<file path="src/sv/sasb_pkg.sv">
// Shared constants and types for the straight-alpha stamp blend pipeline.
// No dependencies; imported by every module of the block.
package sasb_pkg;

    localparam int BYTE_W    = 8;
    localparam int OPAC_W    = 17;
    localparam int ALPHA_W   = 25;                 // 24 fraction bits, holds 1.0
    localparam int OA_W      = 26;
    localparam int CFG_IDX_W = 2;
    localparam int DIV_BITS  = 8;                  // quotient never exceeds 255
    localparam int REM_W     = 36;
    localparam int SIDE_LEN  = 16;                 // capture stage through divider output

    localparam logic [OPAC_W-1:0]  OPACITY_ONE = 17'd65536;
    localparam logic [ALPHA_W-1:0] ALPHA_ONE   = 25'd16777216;
    localparam logic [ALPHA_W-1:0] DA_STEP     = 25'd65793;     // floor(2^24 / 255)
    localparam logic [25:0]        RECIP_255   = 26'd33686018;  // floor(2^33 / 255)

    localparam logic [CFG_IDX_W-1:0] REG_OPACITY = 2'd0;
    localparam logic [CFG_IDX_W-1:0] REG_ERASE   = 2'd1;

    typedef struct packed {
        logic [BYTE_W-1:0] s_red;
        logic [BYTE_W-1:0] s_green;
        logic [BYTE_W-1:0] s_blue;
        logic [BYTE_W-1:0] s_alpha;
        logic [BYTE_W-1:0] d_red;
        logic [BYTE_W-1:0] d_green;
        logic [BYTE_W-1:0] d_blue;
        logic [BYTE_W-1:0] d_alpha;
        logic              last;
        logic              pass;
        logic              full;
        logic              erase;
        logic [BYTE_W-1:0] abyte;
        logic              ozero;
    } t_side;

endpackage

</file>
<file path="src/sv/sasb_div.sv">
// One color channel: weighted sum, then a restoring divide by the output
// alpha, one quotient bit per stage. Ten register stages; uses sasb_pkg.
module sasb_div
    import sasb_pkg::*;
(
    input  logic               i_clk,
    input  logic [BYTE_W-1:0]  i_s_c,
    input  logic [BYTE_W-1:0]  i_d_c,
    input  logic [ALPHA_W-1:0] i_sa,
    input  logic [ALPHA_W-1:0] i_t,
    output logic [BYTE_W-1:0]  o_q
);

    logic [REM_W-1:0]  r_ps, r_pd;
    logic [OA_W-1:0]   r_oa;
    logic [REM_W-1:0]  r_rem [0:DIV_BITS];
    logic [REM_W-1:0]  r_den [0:DIV_BITS];
    logic [BYTE_W-1:0] r_q   [0:DIV_BITS];

    always_ff @(posedge i_clk) begin
        r_ps     <= REM_W'(i_s_c) * REM_W'(i_sa);
        r_pd     <= REM_W'(i_d_c) * REM_W'(i_t);
        r_oa     <= OA_W'(i_sa) + OA_W'(i_t);
        // rounding half up: (2n + oa) / (2 oa)
        r_rem[0] <= ((r_ps + r_pd) << 1) + REM_W'(r_oa);
        r_den[0] <= REM_W'(r_oa) << 1;
        r_q[0]   <= '0;
    end

    for (genvar j = 0; j < DIV_BITS; j++) begin : g_step
        localparam int K = DIV_BITS - 1 - j;
        logic [REM_W-1:0] n_sh;
        assign n_sh = r_den[j] << K;
        always_ff @(posedge i_clk) begin
            r_den[j+1] <= r_den[j];
            if (r_rem[j] >= n_sh) begin
                r_rem[j+1] <= r_rem[j] - n_sh;
                r_q[j+1]   <= r_q[j] | (BYTE_W'(1) << K);
            end else begin
                r_rem[j+1] <= r_rem[j];
                r_q[j+1]   <= r_q[j];
            end
        end
    end

    assign o_q = r_q[DIV_BITS];

endmodule

</file>
<file path="config.mk">
export PLATFORM = sky130hd
export DESIGN_NAME = sasb_div
export DESIGN_NICKNAME = d
export VERILOG_FILES = /design/src/sv/sasb_pkg.sv /design/src/sv/sasb_div.sv
export SDC_FILE = /design/constraint.sdc
export NUM_CORES = 2
export LEC_CHECK = 0
export ABC_AREA = 1
export CORE_MARGIN = 5
export CORE_UTILIZATION = 30
export DETAILED_ROUTE_END_ITERATION = 8
export DONT_BUFFER_PORTS = 1
export PLACE_DENSITY = 0.54
export REMOVE_ABC_BUFFERS = 1
export SYNTH_ARGS = -nofsm -noshare
export SYNTH_HDL_FRONTEND = slang
export SYNTH_SLANG_ARGS = --single-unit
</file>
<file path="constraint.sdc">
create_clock -name i_clk -period 4.7 [get_ports i_clk]
set_input_delay 0.235 -clock i_clk [delete_from_list [all_inputs] [get_ports i_clk]]
set_output_delay 0.235 -clock i_clk [all_outputs]
set_load 0.01 [all_outputs]
</file>
==> flow_metrics.tcl <==
set metrics [dict create \
    portBuffers 0 \
    post-synth-top-area-cell "sky130_fd_sc_hd__dfxtp_1" \
    most_used_flip_flop_cell_after_synthesis "sky130_fd_sc_hd__dfxtp_1" \
    cp_cell_sequence "inv_1 > fa_1 > inv_1 > nand3_1 > nand3_1 > nand2_1 > nand2_1 > nand2_1 > nand2_1 > a31oi_1 > xnor2_1 > ha_1 > a21oi_1 > o21ai_0 > a21oi_1 > nand3_1 > nand3_1 > nor2_1 > nand4_1 > nand2_1 > nand2_1 > inv_1" \
    drc 0 \
    grt_setup_unrepaired "false" \
    mostFrequentLayoutCell "sky130_fd_sc_hd__nand2_1" \
    cpMaxStageDelayCell "sky130_fd_sc_hd__dfxtp_1" \
    synth_seq_area_share_pct 27.1 \
    layout-drive-gt1-share_pct 2.98 \
    min_period_over_period_pct 84.6 \
    setup.worst_path.start "r_pd[1]$_DFF_P_" \
    detail-route-antenna-nets 0 \
    cts-buffers-inserted 71 \
    met2_track_demand_over_resource_in_global_routing_pct 33.7 \
    critPathMostFrequentCell "sky130_fd_sc_hd__nand2_1" \
    holdCritPathClass "input port to register" \
    worstPathMaxFanout 6 \
    drt_first_iter_violations 1672 \
    dr_total_vias 38314 \
    htreeDepth 3 \
    fmax_mhz 252 \
    place.gp.congestion 0.957 \
    cts-root-to-sink-buffers 3 \
    overall_overflow_remaining_after_global_route 0 \
    setup.worst_path.end_class "register" \
    insertion_delay_ns 0.65 \
    start_util_pct 30.1 \
    die_w_um 400 \
    global_route.usage.total_pct 17.5 \
    async_reset_ff_share_pct 0 \
    number_of_enable_type_register_cells_in_the_synthesized_netlist 0 \
    yosys.cell_types.count 60 \
    sum_of_routed_wire_length_over_all_layers_um 140000 \
    slew_violations 0 \
    clk_pin_slew_ns 0.06 \
    cts_resized 0 \
    cts.sink_count 616 \
    cts_tree "built" \
    critPathRequiredTime_ns 5.25 \
    drt_first_pass_iters 6 \
    yosys_warnings 0 \
    gr-usage-met1_pct 17.6 \
    r2r_start "r_pd[1]$_DFF_P_" \
    whs_path_depth 4 \
    wire_length_of_the_first_global_routing_pass_um 218000 \
    tightest_slew_ns 1.11 \
    dp_hpwl_um 116000 \
    area_growth_syn_to_layout_pct 10.9 \
    slowest_delay_ns 0.47 \
    syn-mean-instance-area_um2 7.32 \
    finalCriticalPeriod_ns 3.97 \
    hold_violations 0 \
    clock_skew_ns 0.0311 \
    flip_flop_and_latch_count_after_synthesis 616 \
    grt.met3_usage_pct 2.29 \
    synthTopCellsByArea "sky130_fd_sc_hd__dfxtp_1 (27%), sky130_fd_sc_hd__nand2_1 (13%), sky130_fd_sc_hd__fa_1 (13%), sky130_fd_sc_hd__ha_1 (11%), sky130_fd_sc_hd__inv_1 (10%)" \
    max_cap_violations 0 \
    r2r_end "r_rem[0][34]$_DFF_P_" \
    die_height_um 400 \
    placeableCoreArea_um2 152000 \
    grt.busiest_layer "met2" \
    grt_antenna_before_repair 3 \
    slew_margin_rel_pct 25.5 \
    ctsRootBufferMaster "sky130_fd_sc_hd__clkbuf_16" \
    finalSetupViolations 0 \
    die_outline_area_um2 160000 \
    endpoint "r_rem[0][34]$_DFF_P_" \
    status "completed" \
    synth_top_area_share_pct 27.1 \
    syn_area_um2 45600 \
    via_count_of_the_first_global_routing_pass 40285 \
    post_synth_inst_count 6230 \
    avgRoutedWirePerCell_um 16.8 \
    ioPinCount 75 \
    timing.hold.worst.start "i_sa[11]" \
    num_rows 143 \
    layout.cells.most_common_list "sky130_fd_sc_hd__nand2_1 (1571), sky130_fd_sc_hd__inv_1 (1248), sky130_fd_sc_hd__dfxtp_1 (616), sky130_fd_sc_hd__ha_1 (396), sky130_fd_sc_hd__nor2_1 (391)" \
    avgViaCountPerCell 4.61 \
    timing.critical_path.from_type "register" \
    grt_start_max_net_pins 53 \
    final_nets 6981 \
    cp_data_arrival_time_ns 4.52 \
    reg2regPathDepth 22 \
    setup_total_negative_slack_ns 0 \
    timing.setup.critical_path_class "register to register" \
    r2r_slack_ns 0.73 \
]
-- what timing repair did --
action | CTS | global route
hold endpoints to repair | 25 | 0
buffers inserted | 0 | 0
hold buffers | 57 | 0
setup endpoints to repair | 0 | 0
-- area by class of cell --
type | instances | area [um2]
fillers | 16310 | 101000
flip-flops and latches | 616 | 12300
repair buffers | 65 | 631
clock inverters | 31 | 405
well taps | 2030 | 2540
inverters | 1254 | 4710
multi-input cells | 4224 | 27900
diodes | 3 | 7.51
clock buffers | 95 | 2020
-- metrics by stage --
stage / std cells / setup WS [ns] / hold WS [ns] / instance area [um2] / utilization [%]
after CTS: 8315 / 0.757 / 0.00221 / 50500 / 33.4
after global routing: 8316 / 0.476 / 0.0582 / 50500 / 33.4
final: 8318 / 0.726 / 0.0582 / 50600 / 33.4
after floorplan: 6094 / 0.683 / 0.310 / 44900 / -
after global placement: 8132 / 0.419 / 0.312 / 47500 / 31.4
after detailed placement: 8132 / 0.397 / 0.312 / 47500 / 31.4
-- cell usage after synthesis (all sizes together), types with 32 or more instances --
master / n
a21o: 53
ha: 396
dfxtp: 616
xnor2: 145
a21oi: 347
fa: 286
a31oi: 40
buf: 34
o21bai: 32
nor3: 72
xor2: 147
nand3: 211
nand4: 46
o21ai: 324
clkbuf: 102
nand2: 1581
inv: 1254
nor2: 395
-- critical path: cells and delay by family, from the launching register on --
family / cells / cell delay [ns]
AOI/OAI and AO/OA: 4 / 0.58
xor gates and xnor gates: 1 / 0.30
buffers and inverters: 3 / 0.28
adders and majority gates: 2 / 0.79
and+or+nand+nor: 12 / 1.46
DFF: 1 / 0.47
-- state kept, by name, indices dropped and copies added (netlist names) --
register  flops
r_rem       288
r_pd         33
r_q          36
r_den       200
r_ps         33
r_oa         26
-- routing by layer --
metal	share of wire, %	routed length, um
met5	0	0
met4	7.3	10300
met3	3.2	4480
met2	52	72900
met1	37	52000
-- kinds of logic after synthesis --
| family | count (synthesis) | share of synthesized area (%) |
|---|---|---|
| AND/OR/NAND/NOR | 2366 | 21.1 |
| buffers and inverters | 1390 | 11.7 |
| AO/OA/AOI/OAI | 884 | 11.1 |
| adder cells (fa/ha/maj) | 682 | 23.4 |
| flip-flops | 616 | 27.1 |
| XOR/XNOR | 292 | 5.61 |
-- how the worst min path moves through the flow --
stage | endpoint | slack (ns)
2_1_floorplan | r_q[2][7]$_DFF_P_ | 0.31
3_3_place_gp | r_q[4][7]$_DFF_P_ | 0.31
3_5_place_dp | r_q[4][6]$_DFF_P_ | 0.31
4_1_cts | r_oa[12]$_DFF_P_ | 0.002
5_1_grt | r_oa[3]$_DFF_P_ | 0.06
6_report | r_oa[12]$_DFF_P_ | 0.06
Power is left out: the tool's default activity adds up to more than one toggle a clock period on the data nets, which glitch-free logic cannot reach.
