**src/sv/sasb_pkg.sv**
```systemverilog
// Shared constants and types for the straight-alpha stamp blend pipeline.
// No dependencies; imported by every module of the block.
package sasb_pkg;

    localparam int BYTE_W    = 8;
    localparam int OPAC_W    = 17;
    localparam int ALPHA_W   = 25;                 // 24 fraction bits, holds 1.0
    localparam int OA_W      = 26;
    localparam int CFG_IDX_W = 2;
    localparam int DIV_BITS  = 8;                  // quotient never exceeds 255
    localparam int REM_W     = 36;
    localparam int SIDE_LEN  = 16;                 // capture stage through divider output

    localparam logic [OPAC_W-1:0]  OPACITY_ONE = 17'd65536;
    localparam logic [ALPHA_W-1:0] ALPHA_ONE   = 25'd16777216;
    localparam logic [ALPHA_W-1:0] DA_STEP     = 25'd65793;     // floor(2^24 / 255)
    localparam logic [25:0]        RECIP_255   = 26'd33686018;  // floor(2^33 / 255)

    localparam logic [CFG_IDX_W-1:0] REG_OPACITY = 2'd0;
    localparam logic [CFG_IDX_W-1:0] REG_ERASE   = 2'd1;

    typedef struct packed {
        logic [BYTE_W-1:0] s_red;
        logic [BYTE_W-1:0] s_green;
        logic [BYTE_W-1:0] s_blue;
        logic [BYTE_W-1:0] s_alpha;
        logic [BYTE_W-1:0] d_red;
        logic [BYTE_W-1:0] d_green;
        logic [BYTE_W-1:0] d_blue;
        logic [BYTE_W-1:0] d_alpha;
        logic              last;
        logic              pass;
        logic              full;
        logic              erase;
        logic [BYTE_W-1:0] abyte;
        logic              ozero;
    } t_side;

endpackage

```
**src/sv/sasb_alpha.sv**
```systemverilog
// Alpha front end: source alpha, destination alpha and remaining alpha.
// Five register stages; uses sasb_pkg.
module sasb_alpha
    import sasb_pkg::*;
(
    input  logic               i_clk,
    input  logic [BYTE_W-1:0]  i_s_alpha,
    input  logic [BYTE_W-1:0]  i_d_alpha,
    input  logic [OPAC_W-1:0]  i_op,
    output logic [ALPHA_W-1:0] o_sa,
    output logic [ALPHA_W-1:0] o_t
);

    logic [ALPHA_W-1:0] r_b_x, r_c_x;
    logic [ALPHA_W-1:0] r_b_da, r_c_da, r_d_da;
    logic [50:0]        r_c_p;
    logic [ALPHA_W-1:0] r_d_sa, r_e_sa;
    logic [49:0]        r_e_tp;
    logic [ALPHA_W-1:0] r_f_t;

    logic [ALPHA_W-1:0] n_z_b, n_z_c;
    logic [16:0]        n_q;
    logic [ALPHA_W-1:0] n_r;
    logic [ALPHA_W-1:0] n_sa;
    logic [50:0]        n_tr;

    // sa = x + floor((x + 127) / 255) with x = alpha * op; the quotient by reciprocal
    assign n_z_b = r_b_x + ALPHA_W'(127);
    assign n_z_c = r_c_x + ALPHA_W'(127);
    assign n_q   = r_c_p[49:33];
    assign n_r   = n_z_c - ((ALPHA_W'(n_q) << 8) - ALPHA_W'(n_q));
    assign n_sa  = r_c_x + ALPHA_W'(n_q) + ((n_r >= ALPHA_W'(255)) ? ALPHA_W'(1) : ALPHA_W'(0));
    assign n_tr  = {1'b0, r_e_tp} + 51'd8388608;

    always_ff @(posedge i_clk) begin
        r_b_x  <= ALPHA_W'(i_s_alpha) * ALPHA_W'(i_op);
        r_b_da <= ALPHA_W'(i_d_alpha) * DA_STEP + ALPHA_W'(i_d_alpha[BYTE_W-1]);
        r_c_p  <= 51'(n_z_b) * 51'(RECIP_255);
        r_c_x  <= r_b_x;
        r_c_da <= r_b_da;
        r_d_sa <= (n_sa > ALPHA_ONE) ? ALPHA_ONE : n_sa;
        r_d_da <= r_c_da;
        r_e_tp <= 50'(r_d_da) * 50'(ALPHA_ONE - r_d_sa);
        r_e_sa <= r_d_sa;
        r_f_t  <= n_tr[48:24];
        o_sa   <= r_e_sa;
    end

    assign o_t = r_f_t;

endmodule

```
**config.mk**
```make
export PLATFORM = sky130hd
export DESIGN_NAME = sasb_alpha
export DESIGN_NICKNAME = d
export VERILOG_FILES = /design/src/sv/sasb_pkg.sv /design/src/sv/sasb_alpha.sv
export SDC_FILE = /design/constraint.sdc
export NUM_CORES = 2
export LEC_CHECK = 0
export ABC_AREA = 1
export BUFFER_PORTS_ARGS = -buffer_cell sky130_fd_sc_hd__buf_2
export CAP_MARGIN = 20
export CORE_ASPECT_RATIO = 0.7
export CORE_UTILIZATION = 64
export CTS_BUF_LIST = sky130_fd_sc_hd__clkbuf_4 sky130_fd_sc_hd__clkbuf_8
export DETAILED_ROUTE_END_ITERATION = 8
export PLACE_DENSITY_LB_ADDON = 0.2
export RECOVER_POWER = 25
export SETUP_SLACK_MARGIN = 0.02
export SLEW_MARGIN = 40
export SYNTH_ARGS = -nofsm -noshare
export SYNTH_HDL_FRONTEND = slang
export SYNTH_SLANG_ARGS = --single-unit
```
**constraint.sdc**
```tcl
create_clock -name i_clk -period 8.5 [get_ports i_clk]
set_input_delay 1.275 -clock i_clk [delete_from_list [all_inputs] [get_ports i_clk]]
set_output_delay 1.275 -clock i_clk [all_outputs]
set_load 0.01 [all_outputs]
```
==> results.cfg <==
[setup_path]
cp-start-kind = flop
worst_ep_required_time_ns = 9.04
worstSetupPathType = reg2reg
crit_path_top_delay_cell = fa_1
crit_arrival_ns = 8.58
ff2ff_path_depth = 36
rrSetupSlack_ns = 0.46
critical-path-max-stage-delay_ns = 0.57
path_max_fanout = 14
cp-end-kind = flop

[layout]
final_area_sq_mm = 0.04117
multiInputGateArea_sq_mm = 0.02886
fin_nets = 6112
regArea_sq_mm = 0.005070
fillCellCount = 5127
drive_above_1_share_pct = 5.048
area_delta_synth_final_pct = 5.719

[clocking]
cts_root_buffer = clkbuf_8
numClockSinks = 253
clk_pin_slew_ns = 0.08
cts_buffers = 39
cts_tree = done
htree_num_levels = 2
clock_path_buffers = 3
clock_latency_ns = 0.66
post_cts_buffers = 0
cts-hold-fix-buffers = 0

[logic_synthesis]
yosysWarnings = 0
synth.distinct_cells = 52
syn_inst = 4914
syn_area_sq_mm = 0.03894
ys_seq_elements = 253
syn_avg_cell_area_sq_um = 7.925
synth_nets = 6042
yosysSeqAreaShare_pct = 13.01

[grt]
antenna_found_initial = 6
grt_max_degree = 24
grt_use_total_pct = 38.36
grt_overflow_total = 0
grt_first_pass_wirelength_mm = 180.4
first_global_vias = 31840

[floorplanning]
ios = 84
die_area_sq_mm = 0.06186
die_x_um = 296.8
fp-row-count = 75
dieHeight_um = 208.4
coreArea_sq_mm = 0.06006
start_util_pct = 64.85

[sta]
fin_crit_sh_pct = 94.58
tightest_slew_ns = 0.9685
finClkSkew_ns = 0.06800
setup_violations = 0
rsz0062_at_grt = no
slew_headroom_pct = 35.35
tns_ns = 0
min_period_ns = 8.040
finalHoldViolations = 0
fmax_mhz = 124.4
slew_violations = 0

[hold_path]
holdPathStages = 0
hold_path.class = reg2reg

[routing]
drt_first_pass_iters = 6
postRouteAntennaNets = 0
vias = 32300
first_iter_violations = 3691
drc_errors = 0
via_per_inst = 5.549
wl_per_cell_um = 19.81
wl_mm = 115.3

[flow_run]
max-cap-violations = 0

[place]
place.gp.congestion = 1.052
postPlaceCellArea_sq_mm = 0.04032
portBuffers = 83
hpwl_mm = 98.92

[run_status]
run_status = finished clean
what timing repair did:
item	in CTS	in global routing
endpoints found under the setup margin	0	4
endpoints found under the hold margin	0	0
resized for setup	0	1
flip-flops by register name, indices dropped and copies added (netlist names):
signal and count:
r_e_tp 26, o_sa 25, o_t 25, r_b_x 25, r_c_x 25, r_d_sa 25
r_e_sa 25, r_b_da 20, r_c_da 20, r_d_da 20, r_c_p 17
cells by family (layout without fill, tap and decap cells):
logic type	after synthesis	count (layout)	synth area share (%)
simple gates	1790	1790	18.83
xor+xnor	125	125	2.811
flops	253	253	13.01
fa+ha+maj	1094	1094	47.66
other cells	0	1	0
compound gates	327	327	4.793
buf+inv	1325	1423	12.90
cells in the mapped netlist (all sizes together):
| master | instances | area, sq um |
|---|---|---|
| and3 | 6 | 37.54 |
| a211oi | 2 | 15.01 |
| nand4 | 44 | 275.3 |
| nor2 | 394 | 1546 |
| a21boi | 7 | 52.55 |
| o21ai | 95 | 486.7 |
| nand2 | 1114 | 4194 |
| nor3b | 4 | 35.03 |
| clkinv | 15 | 56.30 |
| clkbuf | 91 | 342.8 |
| a221oi | 2 | 17.52 |
| or2 | 6 | 37.54 |
| nor4 | 14 | 100.1 |
| nand3 | 151 | 778.3 |
| a21oi | 142 | 710.7 |
| nand3b | 12 | 90.09 |
| o211a | 1 | 10.01 |
| o22ai | 1 | 6.260 |
| xor2 | 82 | 718.2 |
| o31ai | 3 | 22.52 |
| o21a | 9 | 67.56 |
| a41oi | 2 | 17.52 |
| nor3 | 41 | 215.2 |
| a21o | 21 | 157.7 |
| inv | 1204 | 4519 |
| buf | 15 | 105.1 |
| o211ai | 6 | 45.04 |
| o21bai | 15 | 123.9 |
| dfxtp | 253 | 5065 |
| ha | 445 | 5568 |
| fa | 649 | 12990 |
| a31oi | 20 | 125.1 |
| xnor2 | 43 | 376.6 |
| and2 | 4 | 25.02 |
| o311ai | 1 | 8.760 |
worst max-delay path: cells and delay by family, from the launching register on:
kind	cells	cell delay, ns
AOI/OAI and AO/OA	5	0.94
adders and majority gates	9	4.17
buffers and inverters	6	0.56
DFF	1	0.33
and+or+nand+nor	16	1.90
area by class of cell:
| cell class | count | area share (%) |
|---|---|---|
| Sequential cell | 253 | 12.31 |
| Tap cell | 808 | 2.455 |
| Antenna cell | 1 | 0.006078 |
| Multi-Input combinational cell | 3336 | 70.09 |
| Clock buffer | 49 | 1.592 |
| Inverter | 1219 | 11.12 |
| Clock inverter | 20 | 0.4650 |
| Timing Repair Buffer | 135 | 1.957 |
layout by cell type, fill, tap and decap left out, types with 7 or more instances in the layout:
master    netlist  routed
o21a_1          9       9
xnor2_1        43      43
inv_1        1199    1199
nor2_2         15      15
a21boi_0        7       7
a21o_1         21      21
xor2_1         82      82
o21ai_0        92      92
a31oi_1        20      20
fa_1          649     649
ha_1          445     445
clkinv_1       15      14
o21bai_1       14      14
dfxtp_1       253     249
nand2_1      1109    1109
nand3b_1       12      12
clkinv_2        0       9
nor3_1         39      39
nand3_1       148     148
buf_2           6      83
nor4_1         12      12
nand4_1        44      44
buf_4           5      52
a21oi_1       142     142
clkbuf_8        0      46
nor2_1        375     375
worst paths after layout:
| check | to | start |
|---|---|---|
| worst max-delay path | r_e_tp[46]$_DFF_P_ | r_d_sa[0]$_SDFF_PN0_ |
| worst min-delay path | r_c_da[20]$_DFF_P_ | r_b_da[20]$_DFF_P_ |
| worst max register to register | r_e_tp[46]$_DFF_P_ | r_d_sa[0]$_SDFF_PN0_ |
| worst min register to register | r_c_da[20]$_DFF_P_ | r_b_da[20]$_DFF_P_ |
layer usage:
layer  vias to the layer above  routed length [um]  GRT usage [%]  share of wire (%)
met5                         -                 100              0              0.087
met1                     15360               51350          58.32                 45
met2                      1951               41880          48.48                 36
li1                      14810                   -              -                  -
met3                       166               20260          19.31                 18
met4                        10                1711          6.003                1.5
per-stage QoR:
step	util [%]	std cells	setup WS, ns	hold WS (ns)
2_1_floorplan	-	4914	1.483	0.3096
3_3_place_gp	67.13	5751	0.7944	0.3097
3_5_place_dp	67.13	5751	0.5965	0.3120
4_1_cts	68.54	5820	0.5573	0.3086
5_1_grt	68.55	5821	0.03855	0.3138
6_report	68.55	5821	0.4604	0.3129
Power is left out: the tool's default activity adds up to more than one toggle a clock period on the data nets, which glitch-free logic cannot reach.
